$ cat src/sv/spf_pkg.sv
// Shared constants, register indexes and controller/datapath types for the peak finder.
`default_nettype none

package spf_pkg;

    // Configuration port geometry.
    localparam int CFG_W     = 20;
    localparam int CFG_IDX_W = 3;

    // Register indexes on the configuration port.
    localparam logic [CFG_IDX_W-1:0] CFG_NOISE_WINDOW  = 3'd0;
    localparam logic [CFG_IDX_W-1:0] CFG_NOISE_GAIN    = 3'd1;
    localparam logic [CFG_IDX_W-1:0] CFG_FIRST_BIN     = 3'd2;
    localparam logic [CFG_IDX_W-1:0] CFG_END_BIN       = 3'd3;
    localparam logic [CFG_IDX_W-1:0] CFG_BIN_WIDTH     = 3'd4;
    localparam logic [CFG_IDX_W-1:0] CFG_WEAK_FRACTION = 3'd5;

    // Register widths and reset values.
    localparam int NW_W    = 8;
    localparam int GAIN_W  = 8;
    localparam int FIRST_W = 10;
    localparam int END_W   = 11;
    localparam int BW_W    = 20;
    localparam int WEAK_W  = 17;

    localparam logic [NW_W-1:0]    RST_NOISE_WINDOW  = 8'd102;
    localparam logic [GAIN_W-1:0]  RST_NOISE_GAIN    = 8'd10;
    localparam logic [FIRST_W-1:0] RST_FIRST_BIN     = 10'd2;
    localparam logic [END_W-1:0]   RST_END_BIN       = 11'd512;
    localparam logic [BW_W-1:0]    RST_BIN_WIDTH     = 20'd64000;
    localparam logic [WEAK_W-1:0]  RST_WEAK_FRACTION = 17'd3277;

    // Result field widths and fixed-point formats.
    localparam int FREQ_W  = 24;
    localparam int LEVEL_W = 17;
    localparam int TOTAL_W = 4;
    localparam int FRAC_W  = 16;
    localparam int QUOT_W  = 18;

    // Source of the store read address.
    typedef enum logic [1:0] {
        RD_NONE,
        RD_CAND,
        RD_WIN,
        RD_SCAN
    } t_rd_sel;

    // Operand set for the shared divider.
    typedef enum logic {
        DIV_INTERP,
        DIV_LEVEL
    } t_div_sel;

    // Commands from the controller to the datapath.
    typedef struct packed {
        logic     load;
        t_rd_sel  rd;
        logic     med_init;
        logic     cand_cap;
        logic     win_acc;
        logic     cand_next;
        logic     floor_mul;
        logic     scan_init;
        logic     scan_shift;
        logic     div_go;
        t_div_sel div_sel;
        logic     freq_mul;
        logic     keep_new;
        logic     min_init;
        logic     min_step;
        logic     keep_repl;
        logic     max_init;
        logic     max_step;
        logic     norm_init;
        logic     norm_keep;
        logic     out_init;
        logic     sel_init;
        logic     sel_step;
        logic     emit;
        logic     emit_empty;
        logic     finish;
    } t_cmd;

    // Status from the datapath to the controller.
    typedef struct packed {
        logic win_last;
        logic med_found;
        logic scan_more;
        logic is_peak;
        logic div_done;
        logic table_full;
        logic k_end_full;
        logic k_end_cnt;
        logic k_end_n;
        logic none;
        logic out_last;
    } t_stat;

endpackage

`default_nettype wire

$ cat src/sv/spf_ctrl.sv
// Controller state machine that sequences load, median, scan, normalize and output.
`default_nettype none

module spf_ctrl (
    input  logic           i_clk,
    input  logic           i_rst_n,
    input  logic           i_start,
    input  logic           i_last_bin,
    input  spf_pkg::t_stat i_stat,
    output spf_pkg::t_cmd  o_cmd,
    output logic           o_busy
);

    import spf_pkg::*;

    typedef enum logic [4:0] {
        S_IDLE,
        S_CAND_RD,
        S_CAND_CAP,
        S_WIN_RD,
        S_WIN_ACC,
        S_MED_CHK,
        S_FLOOR,
        S_SCAN_INIT,
        S_SCAN_TEST,
        S_SCAN_RD,
        S_SCAN_SH,
        S_SCAN_EVAL,
        S_DIV_GO,
        S_DIV_WAIT,
        S_FREQ_MUL,
        S_KEEP,
        S_MIN_SCAN,
        S_REPL,
        S_MAX_INIT,
        S_MAX,
        S_NORM_INIT,
        S_NORM_TEST,
        S_NORM_WAIT,
        S_NORM_KEEP,
        S_OUT_INIT,
        S_EMPTY,
        S_SEL_INIT,
        S_SEL_STEP,
        S_EMIT,
        S_DONE
    } t_state;

    t_state r_state;
    t_state n_state;
    logic   r_busy;
    logic   accept;

    assign accept = i_start && !r_busy;

    // Next state and command decode.
    always_comb begin
        n_state       = r_state;
        o_cmd         = '0;
        o_cmd.rd      = RD_NONE;
        o_cmd.div_sel = DIV_INTERP;
        unique case (r_state)
            S_IDLE: begin
                o_cmd.load = accept;
                if (accept && i_last_bin) begin
                    o_cmd.med_init = 1'b1;
                    n_state        = S_CAND_RD;
                end
            end
            S_CAND_RD: begin
                o_cmd.rd = RD_CAND;
                n_state  = S_CAND_CAP;
            end
            S_CAND_CAP: begin
                o_cmd.cand_cap = 1'b1;
                n_state        = S_WIN_RD;
            end
            S_WIN_RD: begin
                o_cmd.rd = RD_WIN;
                n_state  = S_WIN_ACC;
            end
            S_WIN_ACC: begin
                o_cmd.win_acc = 1'b1;
                n_state       = i_stat.win_last ? S_MED_CHK : S_WIN_RD;
            end
            S_MED_CHK: begin
                if (i_stat.med_found) begin
                    n_state = S_FLOOR;
                end else begin
                    o_cmd.cand_next = 1'b1;
                    n_state         = S_CAND_RD;
                end
            end
            S_FLOOR: begin
                o_cmd.floor_mul = 1'b1;
                n_state         = S_SCAN_INIT;
            end
            S_SCAN_INIT: begin
                o_cmd.scan_init = 1'b1;
                n_state         = S_SCAN_TEST;
            end
            S_SCAN_TEST: begin
                n_state = i_stat.scan_more ? S_SCAN_RD : S_MAX_INIT;
            end
            S_SCAN_RD: begin
                o_cmd.rd = RD_SCAN;
                n_state  = S_SCAN_SH;
            end
            S_SCAN_SH: begin
                o_cmd.scan_shift = 1'b1;
                n_state          = S_SCAN_EVAL;
            end
            S_SCAN_EVAL: begin
                n_state = i_stat.is_peak ? S_DIV_GO : S_SCAN_TEST;
            end
            S_DIV_GO: begin
                o_cmd.div_go  = 1'b1;
                o_cmd.div_sel = DIV_INTERP;
                n_state       = S_DIV_WAIT;
            end
            S_DIV_WAIT: begin
                if (i_stat.div_done) begin
                    n_state = S_FREQ_MUL;
                end
            end
            S_FREQ_MUL: begin
                o_cmd.freq_mul = 1'b1;
                n_state        = S_KEEP;
            end
            S_KEEP: begin
                if (i_stat.table_full) begin
                    o_cmd.min_init = 1'b1;
                    n_state        = S_MIN_SCAN;
                end else begin
                    o_cmd.keep_new = 1'b1;
                    n_state        = S_SCAN_TEST;
                end
            end
            S_MIN_SCAN: begin
                if (i_stat.k_end_full) begin
                    n_state = S_REPL;
                end else begin
                    o_cmd.min_step = 1'b1;
                end
            end
            S_REPL: begin
                o_cmd.keep_repl = 1'b1;
                n_state         = S_SCAN_TEST;
            end
            S_MAX_INIT: begin
                o_cmd.max_init = 1'b1;
                n_state        = S_MAX;
            end
            S_MAX: begin
                if (i_stat.k_end_cnt) begin
                    n_state = S_NORM_INIT;
                end else begin
                    o_cmd.max_step = 1'b1;
                end
            end
            S_NORM_INIT: begin
                o_cmd.norm_init = 1'b1;
                n_state         = S_NORM_TEST;
            end
            S_NORM_TEST: begin
                if (i_stat.k_end_cnt) begin
                    n_state = S_OUT_INIT;
                end else begin
                    o_cmd.div_go  = 1'b1;
                    o_cmd.div_sel = DIV_LEVEL;
                    n_state       = S_NORM_WAIT;
                end
            end
            S_NORM_WAIT: begin
                if (i_stat.div_done) begin
                    n_state = S_NORM_KEEP;
                end
            end
            S_NORM_KEEP: begin
                o_cmd.norm_keep = 1'b1;
                n_state         = S_NORM_TEST;
            end
            S_OUT_INIT: begin
                o_cmd.out_init = 1'b1;
                n_state        = i_stat.none ? S_EMPTY : S_SEL_INIT;
            end
            S_EMPTY: begin
                o_cmd.emit_empty = 1'b1;
                n_state          = S_DONE;
            end
            S_SEL_INIT: begin
                o_cmd.sel_init = 1'b1;
                n_state        = S_SEL_STEP;
            end
            S_SEL_STEP: begin
                if (i_stat.k_end_n) begin
                    n_state = S_EMIT;
                end else begin
                    o_cmd.sel_step = 1'b1;
                end
            end
            S_EMIT: begin
                o_cmd.emit = 1'b1;
                n_state    = i_stat.out_last ? S_DONE : S_SEL_INIT;
            end
            S_DONE: begin
                o_cmd.finish = 1'b1;
                n_state      = S_IDLE;
            end
            default: begin
                n_state = S_IDLE;
            end
        endcase
    end

    // State and busy flag.
    always_ff @(posedge i_clk) begin
        if (!i_rst_n) begin
            r_state <= S_IDLE;
            r_busy  <= 1'b0;
        end else begin
            r_state <= n_state;
            r_busy  <= n_state != S_IDLE;
        end
    end

    assign o_busy = r_busy;

endmodule

`default_nettype wire

$ cat config.mk
export PLATFORM = sky130hd
export DESIGN_NAME = spf_ctrl
export DESIGN_NICKNAME = d
export VERILOG_FILES = /design/src/sv/spf_pkg.sv /design/src/sv/spf_ctrl.sv
export SDC_FILE = /design/constraint.sdc
export NUM_CORES = 1
export LEC_CHECK = 0
export ABC_AREA = 1
export BUFFER_PORTS_ARGS = -buffer_cell sky130_fd_sc_hd__buf_2
export CAP_MARGIN = 20
export CORE_MARGIN = 3
export CORE_UTILIZATION = 30
export CTS_BUF_LIST = sky130_fd_sc_hd__clkbuf_4
export CTS_CLUSTER_SIZE = 25
export DETAILED_ROUTE_END_ITERATION = 12
export PLACE_DENSITY = 0.55
export SLEW_MARGIN = 5
export SYNTH_ARGS = -nofsm -noshare
export SYNTH_HDL_FRONTEND = slang
export SYNTH_SLANG_ARGS = --single-unit
export TNS_END_PERCENT = 50
$ cat constraint.sdc
create_clock -name i_clk -period 1.5 [get_ports i_clk]
set_input_delay 0.15 -clock i_clk [delete_from_list [all_inputs] [get_ports i_clk]]
set_output_delay 0.15 -clock i_clk [all_outputs]
set_load 0.05 [all_outputs]
==> metrics.md <==
| Metric | Value |
|---|---|
| GRT Resource Usage Total | `22.6%` |
| Post-route fraction of the period consumed by the critical path | `110%` |
| CTS Sinks | `6` |
| Final period demand of the worst path | `between 1.5 and 2 ns` |
| Total nets after synthesis | `222` |
| Post-synthesis area per instance | `about 4.7 µm²` |
| Clock transition time at the flip-flop clock pins of the worst setup and hold paths | `approximately 0.05 ns` |
| Routed len/inst | `~14 µm` |
| Total number of nets in the final design | `roughly 310` |
| Relative max-transition margin | `82.8%` |
| Total gr overflow | `0` |
| Number of buffers between clock root and the deepest sink | `2` |
| Estimated wirelength of the detail-placed design | `approximately 3100 µm` |
| Largest net degree at the start of global routing | `13` |
| Synth Register Bits | `6` |
| Share of the synthesized area in the top cell type | `20.3%` |
| Most common cell in the netlist | `nor2_1` |
| Cell types with the largest area share after synthesis | `nand3_1, nor2_1, nand2_1` |
| Antenna diode instance count | `0` |
| Startpoint types | `flop` |
| Share of synthesized area occupied by flip-flops and latches | `between 10 and 15%` |
| Final setup viols | `20` |
| Number of buffers inserted by port buffering | `42` |
| Count of antenna-violating nets left after detailed routing | `0` |
| Vias per cell | `approximately 4.9` |
| Power density over the cells | `slightly below 1000 nW/µm²` |
| Number of flops mapped to enable cells by yosys | `0` |
| Crit path capture type | `output pin` |
| Clock tree skew after final layout | `between 0.007 and 0.008 ns` |
| Synth Cell Area | `just under 1000 µm²` |
| Violated checks | `negative setup slack` |
| Number of library cell types mapped by synthesis | `14` |
| Antenna violations before repair | `0` |
| Vias in the first global route | `~1500` |
| Via count | `between 1500 and 2000` |
| Routed wire length | `4600 µm` |
| Most instantiated flip-flop cell in the synthesis netlist | `dfxtp_1` |
| Worst hold stages | `3` |
| Post-Route Utilization | `about 71%` |
| First-pass DRT Iterations | `4` |
| Post-Synthesis Cells | `around 210` |
| Cell at the root of the clock tree | `clkbuf_4` |
| Hold Crit Class | `input port to flop` |
| Total chip power | `0.00199 W` |
| Fin. Hold Viols | `0` |
| Number of buffers inserted during clock tree synthesis | `3` |
| FP Rows | `19` |
| Width of the chip | `between 60 and 70 µm` |
| Die Area | `3930 µm²` |
| Register-to-register path setup slack | `-0.14 ns` |
| Biggest area consumer among synthesized cells | `nand3_1` |
| Max Clk Rate | `just over 600 MHz` |
| Core region area | `2900 µm²` |
| Critical Path Fanout Max | `6` |
| TritonCTS clock tree | `done` |
| Final max-slew violation count | `0` |
| First-pass GRT wire length | `7190 µm` |
| Reported max-cap violation count | `0` |
| R2R depth | `12` |
| Ranking of synthesized cells by instance count | `nor2_1, nand2_1, nand3_1` |
| Effective utilization at floorplan | `roughly a third` |
| Number of warning messages in the yosys log | `0` |
| Drt first-iter violations | `107` |
| Global placement routability congestion | `between 0.9 and 1` |
| Critical path data required time | `between 1 and 1.5 ns` |
| H-tree Lvls | `1` |
| Worst setup slack after layout | `-0.147 ns` |
| Arrival time reported for the critical path endpoint | `roughly 1.5 ns` |
| Post-route DRC violation count | `0` |
| Async set-reset flop share out of synthesis | `0%` |
| Share of final-layout standard cells stronger than drive strength 1 | `about half` |
| Fin Hold WS | `0.137 ns` |
| Crit Path Category | `flop to output pin` |
| Clock network latency to the later pin of the worst-skew pair | `0.26 ns` |
| Unrepaired setup endpoints after global routing | `yes` |
| Num ports | `43` |
| Placement-stage worst setup slack | `-0.239 ns` |
| Synthesis-to-layout area growth | `114%` |
| Status | `finished, violations left` |
| Largest voltage drop on the vdd net | `between 0.0007 and 0.0008 V` |
| Worst slew pin tran | `about 0.26 ns` |
| Die span in y | `approximately 63 µm` |
| Leakage power | `1.27 nW` |
==> cells in the final DEF, fill, tap and decap left out <==
| cell type | Yosys | final |
|---|---|---|
| nand3_4 | 0 | 3 |
| inv_2 | 3 | 8 |
| clkbuf_4 | 0 | 4 |
| nor2_4 | 0 | 10 |
| nor2_1 | 51 | 31 |
| buf_8 | 0 | 6 |
| nor2_2 | 2 | 13 |
| nand2_2 | 0 | 8 |
| inv_6 | 0 | 1 |
| nand2_1 | 47 | 37 |
| o21ai_1 | 0 | 1 |
| dfxtp_2 | 0 | 1 |
| nand4_1 | 6 | 6 |
| nand3_1 | 39 | 31 |
| o21ai_0 | 4 | 3 |
| dfxtp_4 | 0 | 3 |
| or2_2 | 1 | 1 |
| buf_6 | 0 | 24 |
| nor3_4 | 0 | 3 |
| nand2_4 | 0 | 2 |
| o211ai_1 | 1 | 1 |
| buf_4 | 0 | 41 |
| dfxtp_1 | 6 | 2 |
| buf_12 | 0 | 2 |
| buf_2 | 4 | 16 |
| inv_1 | 38 | 32 |
| nand3_2 | 0 | 5 |
==> power by group <==
part	internal [W]	switching, W	leakage [nW]
combinational	0.000624	0.000929	1.20
clock	0.0000915	0.0000728	0.0138
sequential	0.000210	0.0000611	0.0516
==> per-layer routing <==
metal / track usage [%] / part of all wire [%] / vias to the layer above
met5: 0 / 0 / -
met2: 38.7 / 48 / 88
met1: 29.3 / 41 / 729
li1: - / - / 820
met4: 4.41 / 2.0 / 0
met3: 4.32 / 8.2 / 15
==> stage by stage <==
step / cell area, µm² / std cells / setup TNS, ns
after detailed placement: 1530 / 321 / -1.91
after CTS: 1840 / 329 / -1.48
after global routing: 2060 / 337 / -3.77
after global placement: 1530 / 321 / -2.12
after floorplan: 1020 / 207 / -0.706
final: 2060 / 337 / -1.96
==> worst paths after layout <==
path                   start          to
setup reg to reg  r_state[2]      o_busy
hold / removal       i_rst_n  r_state[3]
hold reg to reg   r_state[1]  r_state[4]
setup / recovery  r_state[3]   o_cmd[23]
==> sequential cells by signal (all words and copies together), names as in the netlist <==
name and count:
r_state 5, o_busy 1
==> critical path, stage by stage (launching register included) <==
cell and delay (ns):
dfxtp_4 0.38, buf_6 0.13, nor2_4 0.17, nand2_1 0.09
nor2_2 0.12, inv_2 0.07, nor3_4 0.11, buf_6 0.18
==> cell type report <==
cell class                 instances  area [µm²]
sequential                         6         133
multi-input combinational        155         900
fill                             276         838
clock buffer                       3        22.5
tap                               42        52.6
inverter                          41         159
timing repair buffer              90         796
==> repair_timing <==
item | in CTS | in global routing
setup buffers | 4 | 7
cloned | 1 | 1
hold buffers | 0 | 0
setup endpoints to repair | 33 | 33
pin swaps | 8 | 13
resized for setup | 81 | 47
==> logic make-up after synthesis <==
kind of cell,count (synthesis),share of synthesized area (%)
AO/OA/AOI/OAI,5,2.86
AND/OR/NAND/NOR,149,65.8
flip-flops,6,12.5
buffers and inverters,47,18.8
No activity file was read; power rests on OpenSTA's default activity.
